--- src/design/imj_pkg.sv ---
// ----------------------------------------------------------------------------
// imj_pkg: shared types and constants for the IMU magnitude and jerk block
// Field widths, derived datapath widths, register indexes and the command and
// status structs that join the controller to the datapath.
// ----------------------------------------------------------------------------
package imj_pkg;

  localparam int SAMPLE_BITS = 16;
  localparam int TIME_W      = 32;
  localparam int MAG_W       = 16;
  localparam int JERK_W      = 27;

  // Sum of three squares and its floor square root.
  localparam int SUM_W   = 2 * SAMPLE_BITS + 2;
  localparam int ROOT_W  = SUM_W / 2;
  localparam int REM_W   = ROOT_W + 2;
  localparam int PROD_W  = 2 * SAMPLE_BITS;

  // Jerk numerator magnitude: |delta| * 1000, and 1000 < 2**10.
  localparam int NUM_W   = SAMPLE_BITS + 10;

  localparam int SQ_PHASES  = 7;
  localparam int CALC_STEPS = (NUM_W > ROOT_W) ? NUM_W : ROOT_W;
  localparam int CNT_W      = $clog2(CALC_STEPS + 1);

  localparam int CFG_IDX_W = 2;
  localparam logic [CFG_IDX_W-1:0] REG_MAG_EN  = 2'd0;
  localparam logic [CFG_IDX_W-1:0] REG_JERK_EN = 2'd1;

  typedef logic signed [SAMPLE_BITS-1:0] sample_t;

  typedef struct packed {
    logic             load;
    logic             square;
    logic             iterate;
    logic             publish;
    logic [CNT_W-1:0] idx;
  } imj_cmd_t;

  typedef struct packed {
    logic out_free;
  } imj_sts_t;

  function automatic logic [SAMPLE_BITS-1:0] abs_sample(input sample_t v);
    return v[SAMPLE_BITS-1] ? (~v + 1'b1) : v;
  endfunction

endpackage

--- src/design/imj_ctrl.sv ---
// ----------------------------------------------------------------------------
// imj_ctrl: sequencing controller
// Walks one request through capture, squaring, the shared iteration phase
// and publication into the output register.
// ----------------------------------------------------------------------------
module imj_ctrl (
  input  logic              clk,
  input  logic              rst,
  input  logic              in_valid,
  output logic              in_stall,
  input  imj_pkg::imj_sts_t sts,
  output imj_pkg::imj_cmd_t cmd
);
  import imj_pkg::*;

  localparam logic [1:0] S_IDLE    = 2'd0;
  localparam logic [1:0] S_SQUARE  = 2'd1;
  localparam logic [1:0] S_CALC    = 2'd2;
  localparam logic [1:0] S_PUBLISH = 2'd3;

  logic [1:0]       state, state_next;
  logic [CNT_W-1:0] cnt, cnt_next;

  assign in_stall = (state != S_IDLE);

  always_comb begin
    state_next  = state;
    cnt_next    = cnt;
    cmd.load    = 1'b0;
    cmd.square  = 1'b0;
    cmd.iterate = 1'b0;
    cmd.publish = 1'b0;
    cmd.idx     = cnt;
    unique case (state)
      S_IDLE: begin
        if (in_valid) begin
          cmd.load   = 1'b1;
          cnt_next   = '0;
          state_next = S_SQUARE;
        end
      end
      S_SQUARE: begin
        cmd.square = 1'b1;
        if (cnt == CNT_W'(SQ_PHASES - 1)) begin
          cnt_next   = '0;
          state_next = S_CALC;
        end else begin
          cnt_next = cnt + 1'b1;
        end
      end
      S_CALC: begin
        cmd.iterate = 1'b1;
        if (cnt == CNT_W'(CALC_STEPS - 1)) begin
          state_next = S_PUBLISH;
        end else begin
          cnt_next = cnt + 1'b1;
        end
      end
      S_PUBLISH: begin
        if (sts.out_free) begin
          cmd.publish = 1'b1;
          state_next  = S_IDLE;
        end
      end
      default: begin
        state_next = S_IDLE;
      end
    endcase
  end

  always_ff @(posedge clk) begin
    if (rst) begin
      state <= S_IDLE;
      cnt   <= '0;
    end else begin
      state <= state_next;
      cnt   <= cnt_next;
    end
  end

`ifndef SYNTHESIS
  a_publish_free: assert property (@(posedge clk) disable iff (rst)
    cmd.publish |-> sts.out_free)
    else $error("result published while the output register is occupied");

  a_accept_stalls: assert property (@(posedge clk) disable iff (rst)
    (in_valid && !in_stall) |=> in_stall)
    else $error("a second request was accepted while one is at work");

  a_one_command: assert property (@(posedge clk) disable iff (rst)
    $onehot0({cmd.load, cmd.square, cmd.iterate, cmd.publish}))
    else $error("more than one datapath command in a cycle");
`endif

endmodule

--- src/design/imj_datapath.sv ---
// ----------------------------------------------------------------------------
// imj_datapath: arithmetic and storage
// Holds the previous sample, a shared squaring multiplier, two bit-serial
// square roots, three restoring dividers and the output register.
// ----------------------------------------------------------------------------
module imj_datapath (
  input  logic                                   clk,
  input  logic                                   rst,
  input  imj_pkg::imj_cmd_t                      cmd,
  output imj_pkg::imj_sts_t                      sts,
  input  logic                                   cfg_valid,
  input  logic [imj_pkg::CFG_IDX_W-1:0]          cfg_index,
  input  logic                                   cfg_data,
  input  logic [imj_pkg::TIME_W-1:0]             time_ms,
  input  imj_pkg::sample_t                       accel_x,
  input  imj_pkg::sample_t                       accel_y,
  input  imj_pkg::sample_t                       accel_z,
  input  imj_pkg::sample_t                       gyro_x,
  input  imj_pkg::sample_t                       gyro_y,
  input  imj_pkg::sample_t                       gyro_z,
  input  logic                                   out_stall,
  output logic                                   out_valid,
  output logic [imj_pkg::TIME_W-1:0]             time_out,
  output logic [imj_pkg::MAG_W-1:0]              accel_magnitude,
  output logic [imj_pkg::MAG_W-1:0]              gyro_magnitude,
  output logic signed [imj_pkg::JERK_W-1:0]      jerk_x,
  output logic signed [imj_pkg::JERK_W-1:0]      jerk_y,
  output logic signed [imj_pkg::JERK_W-1:0]      jerk_z
);
  import imj_pkg::*;

  // Configuration.
  logic mag_en, jerk_en;

  always_ff @(posedge clk) begin
    if (rst) begin
      mag_en  <= 1'b1;
      jerk_en <= 1'b1;
    end else if (cfg_valid) begin
      unique case (cfg_index)
        REG_MAG_EN:  mag_en  <= cfg_data;
        REG_JERK_EN: jerk_en <= cfg_data;
        default: ;
      endcase
    end
  end

  // Previous sample.
  sample_t           last_a [3];
  logic [TIME_W-1:0] last_time;
  logic              have_last;

  // Captured request.
  logic [TIME_W-1:0]      time_q;
  logic [SAMPLE_BITS-1:0] mag_s [6];
  logic [TIME_W-1:0]      dt;
  logic                   jerk_ok;
  logic                   neg [3];

  // Squares and roots.
  logic [PROD_W-1:0] prod;
  logic [SUM_W-1:0]  sum  [2];
  logic [REM_W-1:0]  rem  [2];
  logic [ROOT_W-1:0] root [2];

  // Dividers: quotient shifts in where the numerator shifts out.
  logic [NUM_W-1:0]  quo  [3];
  logic [TIME_W-1:0] rmd  [3];

  sample_t accel_in [3];
  assign accel_in[0] = accel_x;
  assign accel_in[1] = accel_y;
  assign accel_in[2] = accel_z;

  logic signed [SAMPLE_BITS:0] delta     [3];
  logic [SAMPLE_BITS-1:0]      delta_mag [3];
  logic [NUM_W-1:0]            num       [3];

  always_comb begin
    for (int i = 0; i < 3; i++) begin
      delta[i] = $signed({accel_in[i][SAMPLE_BITS-1], accel_in[i]})
               - $signed({last_a[i][SAMPLE_BITS-1], last_a[i]});
      delta_mag[i] = delta[i][SAMPLE_BITS] ? SAMPLE_BITS'(~delta[i] + 1'b1)
                                           : SAMPLE_BITS'(delta[i]);
      // Times 1000 as 1024 - 16 - 8.
      num[i] = (NUM_W'(delta_mag[i]) << 10) - (NUM_W'(delta_mag[i]) << 4)
             - (NUM_W'(delta_mag[i]) << 3);
    end
  end

  logic [SAMPLE_BITS-1:0] sq_op;

  always_comb begin
    case (cmd.idx[2:0])
      3'd1:    sq_op = mag_s[1];
      3'd2:    sq_op = mag_s[2];
      3'd3:    sq_op = mag_s[3];
      3'd4:    sq_op = mag_s[4];
      3'd5:    sq_op = mag_s[5];
      default: sq_op = mag_s[0];
    endcase
  end

  logic [REM_W-1:0] rem_sh [2];
  logic [REM_W-1:0] trial  [2];
  logic             rt_ge  [2];
  logic [TIME_W:0]  rmd_sh [3];
  logic             dv_ge  [3];

  always_comb begin
    for (int k = 0; k < 2; k++) begin
      rem_sh[k] = {rem[k][REM_W-3:0], sum[k][SUM_W-1:SUM_W-2]};
      trial[k]  = {root[k], 2'b01};
      rt_ge[k]  = (rem_sh[k] >= trial[k]);
    end
    for (int i = 0; i < 3; i++) begin
      rmd_sh[i] = {rmd[i], quo[i][NUM_W-1]};
      dv_ge[i]  = (rmd_sh[i] >= {1'b0, dt});
    end
  end

  always_ff @(posedge clk) begin
    if (rst) begin
      have_last <= 1'b0;
      last_time <= '0;
      for (int i = 0; i < 3; i++) last_a[i] <= '0;
    end else if (cmd.load) begin
      have_last <= 1'b1;
      last_time <= time_ms;
      for (int i = 0; i < 3; i++) last_a[i] <= accel_in[i];
    end
  end

  always_ff @(posedge clk) begin
    if (cmd.load) begin
      time_q   <= time_ms;
      mag_s[0] <= abs_sample(accel_x);
      mag_s[1] <= abs_sample(accel_y);
      mag_s[2] <= abs_sample(accel_z);
      mag_s[3] <= abs_sample(gyro_x);
      mag_s[4] <= abs_sample(gyro_y);
      mag_s[5] <= abs_sample(gyro_z);
      dt       <= time_ms - last_time;
      jerk_ok  <= have_last && (time_ms > last_time);
      for (int k = 0; k < 2; k++) begin
        sum[k]  <= '0;
        rem[k]  <= '0;
        root[k] <= '0;
      end
      for (int i = 0; i < 3; i++) begin
        neg[i] <= delta[i][SAMPLE_BITS];
        quo[i] <= num[i];
        rmd[i] <= '0;
      end
    end
    if (cmd.square) begin
      prod <= sq_op * sq_op;
      // The product of phase n lands in the sum during phase n + 1.
      if (cmd.idx >= CNT_W'(1) && cmd.idx <= CNT_W'(3)) begin
        sum[0] <= sum[0] + SUM_W'(prod);
      end else if (cmd.idx >= CNT_W'(4)) begin
        sum[1] <= sum[1] + SUM_W'(prod);
      end
    end
    if (cmd.iterate) begin
      if (cmd.idx < CNT_W'(ROOT_W)) begin
        for (int k = 0; k < 2; k++) begin
          sum[k]  <= sum[k] << 2;
          rem[k]  <= rt_ge[k] ? (rem_sh[k] - trial[k]) : rem_sh[k];
          root[k] <= {root[k][ROOT_W-2:0], rt_ge[k]};
        end
      end
      if (cmd.idx < CNT_W'(NUM_W)) begin
        for (int i = 0; i < 3; i++) begin
          rmd[i] <= dv_ge[i] ? TIME_W'(rmd_sh[i] - {1'b0, dt}) : TIME_W'(rmd_sh[i]);
          quo[i] <= {quo[i][NUM_W-2:0], dv_ge[i]};
        end
      end
    end
  end

  // Output register.
  logic signed [NUM_W:0]  jv [3];
  logic signed [JERK_W-1:0] jr [3];

  always_comb begin
    for (int i = 0; i < 3; i++) begin
      jv[i] = neg[i] ? -$signed({1'b0, quo[i]}) : $signed({1'b0, quo[i]});
      jr[i] = (jerk_en && jerk_ok) ? JERK_W'(jv[i]) : '0;
    end
  end

  assign sts.out_free = !out_valid || !out_stall;

  always_ff @(posedge clk) begin
    if (rst) begin
      out_valid <= 1'b0;
    end else if (cmd.publish) begin
      out_valid <= 1'b1;
    end else if (!out_stall) begin
      out_valid <= 1'b0;
    end
  end

  always_ff @(posedge clk) begin
    if (cmd.publish) begin
      time_out        <= time_q;
      accel_magnitude <= mag_en ? MAG_W'(root[0]) : '0;
      gyro_magnitude  <= mag_en ? MAG_W'(root[1]) : '0;
      jerk_x          <= jr[0];
      jerk_y          <= jr[1];
      jerk_z          <= jr[2];
    end
  end

endmodule

--- src/design/imu_magnitude_jerk_features.sv ---
// ----------------------------------------------------------------------------
// imu_magnitude_jerk_features: accel and gyro magnitudes plus per-axis jerk
// Top level joining the sequencing controller and the arithmetic datapath.
// ----------------------------------------------------------------------------
// Usage notes.
// A request on the input channel carries one six-axis sample and its
// millisecond timestamp; it is taken at a clock edge where in_valid is high
// and in_stall is low. Each request yields exactly one result on the output
// channel, taken where out_valid is high and out_stall is low.
// The request passes these steps: the sample is captured at the accepting
// edge, then comes a squaring phase on the single shared multiplier, then
// an iteration phase in which the two square roots (one bit per cycle) and
// the three restoring dividers (one quotient bit per cycle) run side by
// side, and last a publish step. The divider length, SAMPLE_BITS + 10
// quotient bits, sets the length of the iteration phase. in_stall stays
// high until the result is published, so no new request is taken before
// the last one is through. The output register frees the input side: the
// next request is taken while a finished result still waits.
// If the receiver stalls, the result holds in the output register; a second
// finished result then waits in the publish step and in_stall stays high.
// The configuration channel (cfg_valid, cfg_ready, cfg_index, cfg_data) is
// always ready; it should be written only while no request is in flight.
// Synchronous reset enables both features and forgets the previous sample,
// so the first jerk after reset is zero.
// ----------------------------------------------------------------------------
module imu_magnitude_jerk_features (
  input  logic                              clk,
  input  logic                              rst,
  input  logic                              cfg_valid,
  output logic                              cfg_ready,
  input  logic [imj_pkg::CFG_IDX_W-1:0]     cfg_index,
  input  logic                              cfg_data,
  input  logic                              in_valid,
  output logic                              in_stall,
  input  logic [imj_pkg::TIME_W-1:0]        time_ms,
  input  imj_pkg::sample_t                  accel_x,
  input  imj_pkg::sample_t                  accel_y,
  input  imj_pkg::sample_t                  accel_z,
  input  imj_pkg::sample_t                  gyro_x,
  input  imj_pkg::sample_t                  gyro_y,
  input  imj_pkg::sample_t                  gyro_z,
  output logic                              out_valid,
  input  logic                              out_stall,
  output logic [imj_pkg::TIME_W-1:0]        time_out,
  output logic [imj_pkg::MAG_W-1:0]         accel_magnitude,
  output logic [imj_pkg::MAG_W-1:0]         gyro_magnitude,
  output logic signed [imj_pkg::JERK_W-1:0] jerk_x,
  output logic signed [imj_pkg::JERK_W-1:0] jerk_y,
  output logic signed [imj_pkg::JERK_W-1:0] jerk_z
);
  import imj_pkg::*;

  imj_cmd_t cmd;
  imj_sts_t sts;

  // Register writes are never held off, even during work, so the port is always open.
  assign cfg_ready = 1'b1;

  imj_ctrl u_ctrl (
    .clk      (clk),
    .rst      (rst),
    .in_valid (in_valid),
    .in_stall (in_stall),
    .sts      (sts),
    .cmd      (cmd)
  );

  imj_datapath u_datapath (
    .clk             (clk),
    .rst             (rst),
    .cmd             (cmd),
    .sts             (sts),
    .cfg_valid       (cfg_valid),
    .cfg_index       (cfg_index),
    .cfg_data        (cfg_data),
    .time_ms         (time_ms),
    .accel_x         (accel_x),
    .accel_y         (accel_y),
    .accel_z         (accel_z),
    .gyro_x          (gyro_x),
    .gyro_y          (gyro_y),
    .gyro_z          (gyro_z),
    .out_stall       (out_stall),
    .out_valid       (out_valid),
    .time_out        (time_out),
    .accel_magnitude (accel_magnitude),
    .gyro_magnitude  (gyro_magnitude),
    .jerk_x          (jerk_x),
    .jerk_y          (jerk_y),
    .jerk_z          (jerk_z)
  );

endmodule

--- config.mk ---
export PLATFORM = sky130hd
export DESIGN_NAME = imu_magnitude_jerk_features
export DESIGN_NICKNAME = d
export VERILOG_FILES = /design/src/design/imj_pkg.sv /design/src/design/imj_ctrl.sv /design/src/design/imj_datapath.sv /design/src/design/imu_magnitude_jerk_features.sv
export SDC_FILE = /design/constraint.sdc
export NUM_CORES = 2
export LEC_CHECK = 0
export ABC_AREA = 1
export BUFFER_PORTS_ARGS = -buffer_cell sky130_fd_sc_hd__buf_2
export CAP_MARGIN = 20
export CORE_ASPECT_RATIO = 0.5
export CORE_MARGIN = 3
export CORE_UTILIZATION = 25
export CTS_BUF_LIST = sky130_fd_sc_hd__clkbuf_4 sky130_fd_sc_hd__clkbuf_8
export CTS_CLUSTER_DIAMETER = 40
export DETAILED_ROUTE_END_ITERATION = 16
export SYNTH_ARGS = -nofsm -noshare
export SYNTH_HDL_FRONTEND = slang
export SYNTH_SLANG_ARGS = --single-unit
export TNS_END_PERCENT = 5
--- constraint.sdc ---
create_clock -name clk -period 8.79 [get_ports clk]
set_input_delay 1.758 -clock clk [delete_from_list [all_inputs] [get_ports clk]]
set_output_delay 1.758 -clock clk [all_outputs]
set_load 0.01 [all_outputs]
==> flow_summary.json <==
{
  "pin_count": 284,
  "path_clk_slew_ps": 70,
  "finalSetupViolCount": 0,
  "grt_pass1_wl_mm": 266,
  "cpMaxStageDelayCell": "inv_1",
  "cts.sinks": 741,
  "antenna_found_initial": 45,
  "row_count": 125,
  "fin_crit_sh": 0.940,
  "synthTopCellsByArea": "edfxtp_1, ha_1, nand2_1",
  "die_h_um": 349,
  "grt-ovfl-total": 0,
  "crit_required_ps": 9400,
  "start_util": 0.252,
  "crit_path_end_kind": "flop",
  "worstSkewPairLatency_ps": 890,
  "numCtsBuffers": 146,
  "place.port_buffers": 282,
  "synth_ff_type": "edfxtp_1",
  "area_growth_pct": 14.1,
  "worstMarginPinSlew_ps": 1090,
  "rsz0062_at_grt": "false",
  "drc_errors": 0,
  "dr_total_vias": 48400,
  "coreArea_um2": 233000,
  "fillers": 24900,
  "synth_warnings": 0,
  "hold_violations": 0,
  "clockBufferDepth": 3,
  "hold_path_class": "flop to flop",
  "synth_largest_area_cell": "edfxtp_1",
  "wire_per_inst_um": 16.3,
  "start_kind": "flop",
  "dieArea_um2": 241000,
  "gp_congestion": 0.931,
  "ant_nets": 0,
  "detailed_place.area_um2": 63700,
  "synth_cell_types": 68,
  "synthesis.nets": 7875,
  "crit_type": "flop to flop",
  "synth_most_common_cell": "nand2_1",
  "crit_family": "adder cells",
  "first_iter_violations": 2989,
  "grt_max_degree": 116,
  "finClkSkew_ps": 50.5,
  "hpwl_mm": 136,
  "cts_root_buf": "clkbuf_8",
  "ys_async_sr_fraction": 0,
  "synth_top_cells_by_count": "nand2_1, inv_1, nor2_1",
  "max_freq_mhz": 121,
  "path_buf_inv": 9,
  "seq_area_frac_synth": 0.371,
  "cts_resized": 0,
  "status": "complete, no violations",
  "wl_mm": 172,
  "slew_viol_final": 0,
  "synth_area_per_cell_um2": 8.33,
  "synth_seq_cells": 741,
  "fin_crit_ps": 8270,
  "maxCapViolCount": 0,
  "die_w_um": 692,
  "track_usage": 0.140,
  "max-slew-margin-rel": 0.272,
  "nets": 8197,
  "syn_area_um2": 58800,
  "grt_pass1_vias": 48000,
  "synth_cells": 7053,
  "worstPathArrival_ps": 8870,
  "finalSetupTns_ps": 0,
  "cp_max_fo": 30,
  "critPathMaxStageDelay_ps": 660,
  "fin_area_um2": 67100,
  "firstDrtPassIters": 5,
  "vias_per_cell": 4.57,
  "synth-edff-count": 698,
  "yosysTopAreaCellShare": 0.357,
  "cts_hold_buffers": 0,
  "htree_levels": 4,
  "cts_setup_buffers": 0,
  "drive_above_1_share": 0.0928,
  "cts_tree": "built"
}
[cell type report]
class | count | area (um^2) | share of cell area
antenna | 14 | 35.0 | 0.000522
clock buffer | 175 | 2250 | 0.0335
timing repair buffer | 317 | 1720 | 0.0256
multi-input combinational | 5073 | 32200 | 0.480
tap | 3111 | 3890 | 0.0580
inverter | 1096 | 4120 | 0.0615
sequential | 741 | 21800 | 0.325
clock inverter | 80 | 1030 | 0.0153
[path summary, 6_finish.rpt]
path	from	to	slack, ps	cells after the start
setup reg to reg	u_ctrl.cnt[1]	u_datapath.prod[30]	520	29
setup / recovery	u_ctrl.cnt[1]	u_datapath.prod[30]	520	29
hold reg to reg	u_datapath.time_q[18]	u_datapath.time_out[18]	410	0
hold / removal	u_datapath.time_q[18]	u_datapath.time_out[18]	410	0
[state kept, by name, indices dropped and copies added, names as in the netlist, 16 cells and up]
register and count:
u_datapath.last_a 48, u_datapath.mag_s 96, u_datapath.rem 34, u_datapath.jerk_x 27
u_datapath.prod 31, u_datapath.gyro_magnitude 16, u_datapath.rmd 96, u_datapath.time_out 32
u_datapath.accel_magnitude 16, u_datapath.dt 32, u_datapath.quo 78, u_datapath.root 34
u_datapath.sum 68, u_datapath.time_q 32, u_datapath.jerk_z 27, u_datapath.last_time 32
u_datapath.jerk_y 27
[per-layer routing]
metal,vias up,share of wire,global-route usage
met5,-,0,0
met2,995,0.49,0.249
met4,0,0.043,0.0643
li1,24300,-,-
met3,339,0.040,0.0200
met1,22800,0.43,0.166
[metrics by stage]
step	hold WS [ps]	instances	setup slack, ps	utilization
after floorplan	400	7053	1580	-
after global placement	401	10300	631	0.274
after detailed placement	405	10300	533	0.274
after CTS	415	10600	515	0.288
after global routing	424	10600	37.5	0.288
final	409	10600	525	0.288
[cell usage in the layout, fill, tap and decap left out, drive strengths merged, types with 47 or more instances in the layout]
master,instances
inv,1099
a21oi,546
xnor2,147
xor2,215
nor2,777
buf,317
nand4,81
clkbuf,175
fa,199
nor3,96
edfxtp,698
o21ai,527
ha,487
a31oi,55
clkinv,47
nand2,1339
nand3,274
[cell families after synthesis]
logic type / share of synthesized area
AOI/OAI and AO/OA: 0.132
xor gates and xnor gates: 0.0541
adders and majority gates: 0.172
buffers and inverters: 0.0817
DFF: 0.371
other: 0.0000638
and+or+nand+nor: 0.190
Power is left out: the tool's default activity adds up to more than one toggle a clock period on the data nets, which glitch-free logic cannot reach.
